===== src/rtl/phaser_pkg.sv =====
// Phaser package: fixed-point constants, register indexes, sequencer states
// and the request struct for the shared multiply unit. No dependencies.
package phaser_pkg;

	localparam int unsigned PROD_W    = 50;	// 32 x 18 signed product
	localparam int unsigned SUM_W     = 51;	// two products summed
	localparam int unsigned CFG_IDX_W = 3;

	localparam logic [CFG_IDX_W-1:0] REG_PHASE_STEP = 3'd0;
	localparam logic [CFG_IDX_W-1:0] REG_DEPTH      = 3'd1;
	localparam logic [CFG_IDX_W-1:0] REG_FEEDBACK   = 3'd2;
	localparam logic [CFG_IDX_W-1:0] REG_WET_MIX    = 3'd3;

	localparam logic [16:0]        Q15_ONE   = 17'd32768;
	localparam logic [14:0]        FB_MAX    = 15'd31130;
	localparam logic signed [31:0] G_BASE    = 32'sd3277;
	localparam logic signed [17:0] G_SPAN    = 18'sd27853;
	localparam logic signed [31:0] Q28_ONE   = 32'sd268435456;
	localparam logic signed [17:0] OUT_SCALE = 18'sd32767;

	// registers already capped to their legal ranges
	typedef struct packed {
		logic [30:0] step;
		logic [15:0] depth;
		logic [14:0] fbg;
		logic [15:0] mix;
	} cfg_t;

	// one request to the shared multiply/round/saturate unit
	typedef struct packed {
		logic               issue;
		logic               acc;	// add the previous sum before rounding
		logic               neg;	// base minus rounded product
		logic               scale;	// output scaling: truncate toward zero by 2^28
		logic signed [31:0] a;
		logic signed [17:0] b;
		logic signed [31:0] base;
	} mac_op_t;

	typedef enum logic [9:0] {
		ST_IDLE  = 10'b0000000001,
		ST_SWEEP = 10'b0000000010,
		ST_GAIN  = 10'b0000000100,
		ST_FEED  = 10'b0000001000,
		ST_YSTG  = 10'b0000010000,
		ST_MSTG  = 10'b0000100000,
		ST_MIXA  = 10'b0001000000,
		ST_MIXB  = 10'b0010000000,
		ST_SCALE = 10'b0100000000,
		ST_OUTW  = 10'b1000000000
	} state_t;

endpackage


===== src/rtl/phaser_mac.sv =====
// Shared arithmetic unit: registered 32x18 multiply, then accumulate,
// Q1.15 round and saturating add (or output scaling). Uses phaser_pkg.
module phaser_mac (
	input  logic                clk,
	input  phaser_pkg::mac_op_t op,
	output logic signed [31:0]  res
);
	import phaser_pkg::*;

	localparam int unsigned R_W = SUM_W - 15;
	localparam int unsigned V_W = R_W + 2;
	localparam int unsigned S_W = SUM_W - 28;

	logic signed [PROD_W-1:0] prod_s1;
	logic                     acc_s1;
	logic                     neg_s1;
	logic                     scale_s1;
	logic signed [31:0]       base_s1;
	logic signed [SUM_W-1:0]  acc_q;
	logic signed [SUM_W-1:0]  sum;
	logic signed [SUM_W-1:0]  t_rnd;
	logic signed [SUM_W-1:0]  t_scl;
	logic signed [R_W-1:0]    rnd;
	logic signed [V_W-1:0]    v;
	logic signed [S_W-1:0]    scl;

	always_ff @(posedge clk) begin
		if (op.issue) begin
			prod_s1  <= $signed(op.a) * $signed(op.b);
			acc_s1   <= op.acc;
			neg_s1   <= op.neg;
			scale_s1 <= op.scale;
			base_s1  <= op.base;
		end
		acc_q <= sum;
	end

	always_comb begin
		sum   = SUM_W'(prod_s1) + (acc_s1 ? acc_q : '0);
		// round to nearest, ties up: floor((p + 2^14) / 2^15)
		t_rnd = sum + SUM_W'(16384);
		rnd   = t_rnd[SUM_W-1:15];
		v     = neg_s1 ? (V_W'(base_s1) - V_W'(rnd)) : (V_W'(base_s1) + V_W'(rnd));
		// truncation toward zero for the final scaling
		t_scl = sum + (sum[SUM_W-1] ? SUM_W'(268435455) : '0);
		scl   = t_scl[SUM_W-1:28];
		if (scale_s1) begin
			res = 32'(scl);
		end else if (v[V_W-1] && !(&v[V_W-1:31])) begin
			res = 32'sh8000_0000;
		end else if (!v[V_W-1] && (|v[V_W-1:31])) begin
			res = 32'sh7fff_ffff;
		end else begin
			res = v[31:0];
		end
	end

endmodule


===== src/rtl/phaser_ctrl.sv =====
// Sequencer for the phaser: LFO, feedback, allpass chain state and mix,
// all driven through the shared multiply unit. Uses phaser_pkg.
module phaser_ctrl #(
	parameter int STAGES = 6
) (
	input  logic                clk,
	input  logic                arst_n,
	input  phaser_pkg::cfg_t    cfg,
	input  logic                in_valid,
	output logic                in_stall,
	input  logic signed [15:0]  sample_in,
	output logic                out_valid,
	input  logic                out_stall,
	output logic signed [15:0]  sample_out,
	output phaser_pkg::mac_op_t op,
	input  logic signed [31:0]  res
);
	import phaser_pkg::*;

	localparam int IW = (STAGES > 1) ? $clog2(STAGES) : 1;
	localparam logic [IW-1:0] LAST = IW'(STAGES - 1);

	state_t             state_q;
	logic               phase_q;	// 0: issue, 1: result ready
	logic [IW-1:0]      idx_q;
	logic [31:0]        lfo_q;
	logic signed [31:0] fb_q;
	logic signed [31:0] mem_q [STAGES];
	logic               out_valid_q;

	logic signed [15:0] smp_q;
	logic [16:0]        coef_q;	// sweep, then allpass coefficient
	logic signed [31:0] x_q;
	logic signed [31:0] y_q;
	logic signed [31:0] si_q;
	logic signed [31:0] m_q;
	logic signed [15:0] out_q;

	logic [32:0] ph_neg;
	logic [16:0] tri_val;
	logic        out_free;
	logic        out_set;
	logic        last_stage;

	assign in_stall   = (state_q != ST_IDLE);
	assign out_valid  = out_valid_q;
	assign sample_out = out_q;
	assign out_free   = !out_valid_q || !out_stall;
	// a new result goes out of the scaling step or the output wait
	assign out_set    = out_free && ((state_q == ST_OUTW) || (state_q == ST_SCALE && phase_q));
	assign last_stage = (idx_q == LAST);

	always_comb begin
		ph_neg  = 33'h1_0000_0000 - {1'b0, lfo_q};
		tri_val = lfo_q[31] ? ph_neg[32:16] : {1'b0, lfo_q[31:16]};
	end

	always_comb begin
		op       = '0;
		op.issue = !phase_q;
		unique case (state_q)
			ST_SWEEP: begin
				op.a = {15'b0, tri_val};
				op.b = {2'b0, cfg.depth};
			end
			ST_GAIN: begin
				op.a    = {15'b0, coef_q};
				op.b    = G_SPAN;
				op.base = G_BASE;
			end
			ST_FEED: begin
				op.a    = fb_q;
				op.b    = {3'b0, cfg.fbg};
				op.base = {{3{smp_q[15]}}, smp_q, 13'b0};
			end
			ST_YSTG: begin
				op.a    = y_q;
				op.b    = {1'b0, coef_q};
				op.base = mem_q[idx_q];
				op.neg  = 1'b1;
			end
			ST_MSTG: begin
				op.a    = y_q;
				op.b    = {1'b0, coef_q};
				op.base = si_q;
			end
			ST_MIXA: begin
				op.a = x_q;
				op.b = {1'b0, Q15_ONE - {1'b0, cfg.mix}};
			end
			ST_MIXB: begin
				op.a   = y_q;
				op.b   = {2'b0, cfg.mix};
				op.acc = 1'b1;
			end
			ST_SCALE: begin
				op.a     = m_q;
				op.b     = OUT_SCALE;
				op.scale = 1'b1;
			end
			ST_IDLE, ST_OUTW: begin
				op.issue = 1'b0;
			end
			default: begin
				op.issue = 1'b0;
			end
		endcase
	end

	// control and architectural state
	always_ff @(posedge clk or negedge arst_n) begin
		if (!arst_n) begin
			state_q     <= ST_IDLE;
			phase_q     <= 1'b0;
			idx_q       <= '0;
			lfo_q       <= '0;
			fb_q        <= '0;
			out_valid_q <= 1'b0;
			for (int i = 0; i < STAGES; i++) begin
				mem_q[i] <= '0;
			end
		end else begin
			if (out_set) begin
				out_valid_q <= 1'b1;
			end else if (!out_stall) begin
				out_valid_q <= 1'b0;
			end
			unique case (state_q)
				ST_IDLE: begin
					phase_q <= 1'b0;
					if (in_valid) begin
						lfo_q   <= lfo_q + {1'b0, cfg.step};
						state_q <= ST_SWEEP;
					end
				end
				ST_OUTW: begin
					if (out_free) begin
						state_q <= ST_IDLE;
					end
				end
				default: begin
					phase_q <= !phase_q;
					if (phase_q) begin
						unique case (state_q)
							ST_SWEEP: state_q <= ST_GAIN;
							ST_GAIN:  state_q <= ST_FEED;
							ST_FEED: begin
								idx_q   <= '0;
								state_q <= ST_YSTG;
							end
							ST_YSTG:  state_q <= ST_MSTG;
							ST_MSTG: begin
								mem_q[idx_q] <= res;
								if (last_stage) begin
									fb_q    <= y_q;
									state_q <= ST_MIXA;
								end else begin
									idx_q   <= idx_q + 1'b1;
									state_q <= ST_YSTG;
								end
							end
							ST_MIXA:  state_q <= ST_MIXB;
							ST_MIXB:  state_q <= ST_SCALE;
							ST_SCALE: begin
								if (out_free) begin
									state_q <= ST_IDLE;
								end else begin
									state_q <= ST_OUTW;
								end
							end
							default: state_q <= ST_IDLE;
						endcase
					end
				end
			endcase
		end
	end

	// datapath registers
	always_ff @(posedge clk) begin
		if (state_q == ST_IDLE && in_valid) begin
			smp_q <= sample_in;
		end
		if (phase_q) begin
			unique case (state_q)
				ST_SWEEP, ST_GAIN: coef_q <= res[16:0];
				ST_FEED: begin
					x_q <= res;
					y_q <= res;
				end
				ST_YSTG: begin
					si_q <= y_q;
					y_q  <= res;
				end
				ST_MIXB: begin
					if (res > Q28_ONE) begin
						m_q <= Q28_ONE;
					end else if (res < -Q28_ONE) begin
						m_q <= -Q28_ONE;
					end else begin
						m_q <= res;
					end
				end
				ST_SCALE: begin
					m_q <= res;
					// a stalled result keeps its payload
					if (out_free) begin
						out_q <= res[15:0];
					end
				end
				default: begin
				end
			endcase
		end
		if (state_q == ST_OUTW && out_free) begin
			out_q <= m_q[15:0];
		end
	end

endmodule


===== src/rtl/phaser_allpass_audio_effect_top.sv =====
// Phaser top level: configuration registers with range capping, the
// sequencer and the shared multiply unit. Uses phaser_pkg, phaser_ctrl, phaser_mac.
// Samples are taken one at a time: the input stalls until the sequencer is back
// in idle; every product goes through the single multiply unit in turn, two per
// allpass stage.
// Reset (arst_n low) clears LFO phase, allpass memories and feedback, and loads
// the register defaults; no clearing pass is needed.
module phaser_allpass_audio_effect_top #(
	parameter int STAGES = 6
) (
	input  logic                               clk,
	input  logic                               arst_n,
	// input sample channel
	input  logic                               in_valid,
	output logic                               in_stall,
	input  logic signed [15:0]                 sample_in,
	// output sample channel
	output logic                               out_valid,
	input  logic                               out_stall,
	output logic signed [15:0]                 sample_out,
	// register write channel
	input  logic                               cfg_valid,
	output logic                               cfg_ready,
	input  logic [phaser_pkg::CFG_IDX_W-1:0]   cfg_index,
	input  logic [31:0]                        cfg_data
);
	import phaser_pkg::*;

	logic [30:0] step_q;
	logic [15:0] depth_q;
	logic [14:0] fbg_q;
	logic [15:0] mix_q;

	cfg_t    cfg;
	mac_op_t op;
	logic signed [31:0] res;

	// writes are always taken; they must arrive only while the block is idle, which the block does not enforce
	assign cfg_ready = 1'b1;

	always_ff @(posedge clk or negedge arst_n) begin
		if (!arst_n) begin
			step_q  <= 31'd48696;
			depth_q <= 16'd22938;
			fbg_q   <= 15'd9830;
			mix_q   <= 16'd16384;
		end else if (cfg_valid && cfg_ready) begin
			unique case (cfg_index)
				REG_PHASE_STEP: step_q  <= cfg_data[30:0];
				REG_DEPTH:      depth_q <= cfg_data[15:0];
				REG_FEEDBACK:   fbg_q   <= cfg_data[14:0];
				REG_WET_MIX:    mix_q   <= cfg_data[15:0];
				default: begin
					// unknown index: transfer is dropped
				end
			endcase
		end
	end

	// out-of-range settings saturate: depth and mix at 1.0, feedback at 0.95
	always_comb begin
		cfg.step  = step_q;
		cfg.depth = ({1'b0, depth_q} > Q15_ONE) ? Q15_ONE[15:0] : depth_q;
		cfg.fbg   = (fbg_q > FB_MAX) ? FB_MAX : fbg_q;
		cfg.mix   = ({1'b0, mix_q} > Q15_ONE) ? Q15_ONE[15:0] : mix_q;
	end

	phaser_ctrl #(
		.STAGES(STAGES)
	) u_ctrl (
		.clk       (clk),
		.arst_n    (arst_n),
		.cfg       (cfg),
		.in_valid  (in_valid),
		.in_stall  (in_stall),
		.sample_in (sample_in),
		.out_valid (out_valid),
		.out_stall (out_stall),
		.sample_out(sample_out),
		.op        (op),
		.res       (res)
	);

	phaser_mac u_mac (
		.clk(clk),
		.op (op),
		.res(res)
	);

endmodule

===== config.mk =====
export PLATFORM = sky130hd
export DESIGN_NAME = phaser_allpass_audio_effect_top
export DESIGN_NICKNAME = d
export VERILOG_FILES = /design/src/rtl/phaser_pkg.sv /design/src/rtl/phaser_mac.sv /design/src/rtl/phaser_ctrl.sv /design/src/rtl/phaser_allpass_audio_effect_top.sv
export SDC_FILE = /design/constraint.sdc
export NUM_CORES = 2
export LEC_CHECK = 0
export ABC_CLOCK_PERIOD_IN_PS = 16210
export BUFFER_PORTS_ARGS = -buffer_cell sky130_fd_sc_hd__buf_2
export CAP_MARGIN = 30
export CORE_AREA = 2 2 472 474
export DETAILED_ROUTE_END_ITERATION = 8
export DIE_AREA = 0 0 474 476
export PLACE_DENSITY = 0.46
export SLEW_MARGIN = 10
export SYNTH_ARGS = -nofsm -noshare
export SYNTH_HDL_FRONTEND = slang
export SYNTH_SLANG_ARGS = --single-unit

===== constraint.sdc =====
create_clock -name clk -period 16.21 [get_ports clk]
set_input_delay 1.621 -clock clk [delete_from_list [all_inputs] [get_ports clk]]
set_output_delay 1.621 -clock clk [all_outputs]
set_load 0.01 [all_outputs]

==> summary.txt <==
Outcome
  • Outcome: completed

Synth
  • Yosys top cell area share: 19.15%
  • Synth cell types: 112
  • Top-count cell post-synth: nand2_1
  • EDFF count, synth: 262
  • Cells after Synth: 5777
  • Post-synth top flop: dfrtp_1
  • Syn_area_per_cell: 9.482 sq um
  • Sequential share of the synthesized area: 32.23%
  • FF+latch count, synth: 662
  • Main area contributors after synthesis: fa_1 (19%), dfrtp_1 (15%), edfxtp_1 (14%)
  • Netlist Area Pre-Place: 54780 sq um
  • Mapped Nets: 6625
  • Synth top cells by count: nand2_1 (771), inv_1 (630), fa_1 (524), nor2_1 (488), o21ai_0 (373)
  • Ys Warns: 0
  • Post-synth top area cell: fa_1
  • Asr flop ratio synth: 52.72%

Timing
  • RSZ-0062 raised after global routing: false
  • Final Setup Violations: 0
  • Clk_skew: 0.04456 ns
  • Final Hold Vio Count: 0
  • Clock period minus worst slack: 13.02 ns
  • Relative slew slack: 27.76%
  • Max-slew violation count: 0
  • Setup_tns: 0 ns
  • Period Utilization, post-route: 80.32%
  • Worst slew pin tran: 1.074 ns
  • Max Freq: 0.07680 GHz

Layout
  • Cell Count, Final, Fillers Out: 8823
  • Post-route cell area: 61770 sq um
  • Share of cells above drive strength 1: 9.867%
  • Area grow syn2layout: 12.76%
  • Fill count: 23.37k
  • Ant diodes: 0
  • # nets final: 6630

Setup path
  • Reg2reg path depth: 47
  • CP Launch Type: flip-flop
  • WS Path Type: flip-flop to flip-flop
  • Reg2reg setup slack: 3.19 ns
  • CP required: 16.62 ns
  • R2R Path Start: u_mac.acc_s1$_DFFE_PP_
  • Crit-path leading delay family: simple AND/OR/NAND/NOR gates
  • CP max FO: 51
  • Number of buffers and inverters on the critical path: 4
  • CP max-delay cell: or4b_2
  • Reg-to-Reg End: u_ctrl.m_q[0]$_DFFE_PP_
  • Crit path capture type: flip-flop
  • Worst path most repeated cell: nand2_1
  • Critical path arrival: 13.43 ns
  • Largest stage delay, worst path: 0.66 ns

Clock network
  • # Post-CTS Setup Buffers: 0
  • TritonCTS clock tree: done
  • Clock buffer depth: 3
  • Num CTS Buffers: 80
  • CTS clock-pin slew for the worst setup and hold paths: 0.06 ns
  • CTS resizes: 0
  • Clk root buf: clkbuf_16
  • Clk sinks: 662
  • Hold buffer count at CTS: 0
  • Clk Latency, worst-skew pair: 0.69 ns
  • # H-tree levels: 3

Routing
  • Vias per std cell: 4.822
  • 1st-iter DRT viols: 3132
  • Vias: 42.54k
  • DR pass1 iterations: 7
  • Antenna viol nets, final: 0
  • DRC: 0
  • Wire per inst: 20.91 um
  • DRT Wirelength: 184500 um

Global route
  • Total grt overflow: 0
  • Overall Global Routing Usage: 16.34%
  • First-pass GRT wire length: 278700 um
  • Largest net degree at the start of global routing: 91
  • Initial antenna violation count: 12
  • Vias in the first global route: 43.64k

Floorplanning
  • Core area: 221000 sq um
  • Chip height: 476 um
  • Io pins: 75
  • Die W: 474 um
  • Starting density of the core: 24.79%
  • Placement row count: 173
  • Die ar.: 225600 sq um

Worst hold path
  • Worst Hold Launch: u_ctrl.mem_q[101]$_DFFE_PN0P_
  • Hold-critical path depth: 2
  • Hold endpoint: u_ctrl.mem_q[101]$_DFFE_PN0P_
  • Min-Delay Path Class: flip-flop to flip-flop

Placement
  • Placer Congestion: 0.8698
  • Area after DPL: 58990 sq um
  • DPL Wire Length: 138900 um
  • Port Buffers: 72
  • Placed cell count: 8674

Flow run
  • Max Cap Viol: 0
-- how the worst max path moves through the flow --
stage,startpoint,to,slack (ns),cells past startpoint
2_1_floorplan,u_mac.acc_s1$_DFFE_PP_,u_ctrl.m_q[6]$_DFFE_PP_,6.03,50
3_3_place_gp,u_mac.acc_s1$_DFFE_PP_,u_ctrl.m_q[0]$_DFFE_PP_,3.25,47
3_5_place_dp,u_mac.acc_s1$_DFFE_PP_,u_ctrl.m_q[1]$_DFFE_PP_,3.31,47
4_1_cts,u_mac.acc_s1$_DFFE_PP_,u_ctrl.m_q[1]$_DFFE_PP_,3.26,47
5_1_grt,u_mac.acc_s1$_DFFE_PP_,u_ctrl.m_q[3]$_DFFE_PP_,2.43,47
6_report,u_mac.acc_s1$_DFFE_PP_,u_ctrl.m_q[0]$_DFFE_PP_,3.19,47
-- metal layers --
metal | wire (um) | share of wire, % | up-vias | track usage, %
met3 | 10520 | 5.7 | 247 | 2.646
met4 | 6685 | 3.6 | 4 | 5.727
met5 | 27 | 0.015 | - | 0
met1 | 82900 | 45 | 21500 | 22.01
met2 | 84400 | 46 | 1178 | 26.48
li1 | - | - | 19620 | -
-- kinds of logic after synthesis --
kind of cell,share of synthesized area (%)
buffers and inverters,6.266
muxes,3.038
DFF,32.23
other,0.006846
and+or+nand+nor,15.70
AOI/OAI and AO/OA,13.78
xor gates and xnor gates,3.700
adders and majority gates,25.27
-- cell type report --
class | count | area (sq um) | share of cell area [%]
multi-input cells | 4213 | 33930 | 54.93
flip-flops and latches | 662 | 17660 | 28.59
well taps | 2975 | 3722 | 6.027
inverters | 636 | 2387 | 3.865
clock buffers | 108 | 2188 | 3.543
repair buffers | 189 | 1316 | 2.131
clock inverters | 40 | 564.3 | 0.9136
-- tightest hold or removal path, stage by stage, from the launching register on --
cell and delay [ns]:
dfrtp_1 0.34, nand2_1 0.04, o21ai_0 0.06
-- flip-flops by register name, indices dropped and copies added, names as in the netlist, 3 cells and up --
| name | count |
|---|---|
| u_ctrl.sample_out | 16 |
| u_mac.prod_s1 | 50 |
| u_ctrl.x_q | 32 |
| step_q | 31 |
| u_ctrl.smp_q | 16 |
| fbg_q | 15 |
| u_ctrl.coef_q | 17 |
| u_mac.acc_q | 51 |
| u_ctrl.lfo_q | 32 |
| mix_q | 16 |
| u_ctrl.state_q | 10 |
| u_ctrl.fb_q | 32 |
| u_ctrl.y_q | 32 |
| depth_q | 16 |
| u_mac.base_s1 | 32 |
| u_ctrl.mem_q | 192 |
| u_ctrl.m_q | 32 |
| u_ctrl.si_q | 32 |
| u_ctrl.idx_q | 3 |
-- metrics by stage --
step	util (%)	hold WS (ns)	setup WS [ns]
floorplan	-	0.4395	6.029
global placement	26.64	0.4603	3.250
detailed placement	26.69	0.4699	3.314
CTS	27.94	0.4809	3.257
global route	27.95	0.4998	2.434
finish	27.95	0.4779	3.190
-- cells in the final DEF, fill, tap and decap left out, drive strengths merged, types with 54 or more instances in the layout --
| cell | synthesis | routed |
|---|---|---|
| a21oi | 230 | 230 |
| dfrtp | 323 | 323 |
| nand2 | 772 | 772 |
| nor2 | 508 | 508 |
| clkbuf | 227 | 108 |
| and2 | 80 | 80 |
| xor2 | 78 | 78 |
| ha | 268 | 268 |
| nor3 | 81 | 81 |
| buf | 39 | 189 |
| edfxtp | 262 | 262 |
| fa | 524 | 524 |
| mux2 | 114 | 114 |
| o21ai | 384 | 384 |
| inv | 633 | 637 |
| nand3 | 82 | 82 |
| xnor2 | 150 | 150 |
| a21o | 75 | 75 |
| nand2b | 54 | 54 |
Power is not shown: default switching activity piles up to over one toggle a cycle in this logic, so the estimate is an artifact.
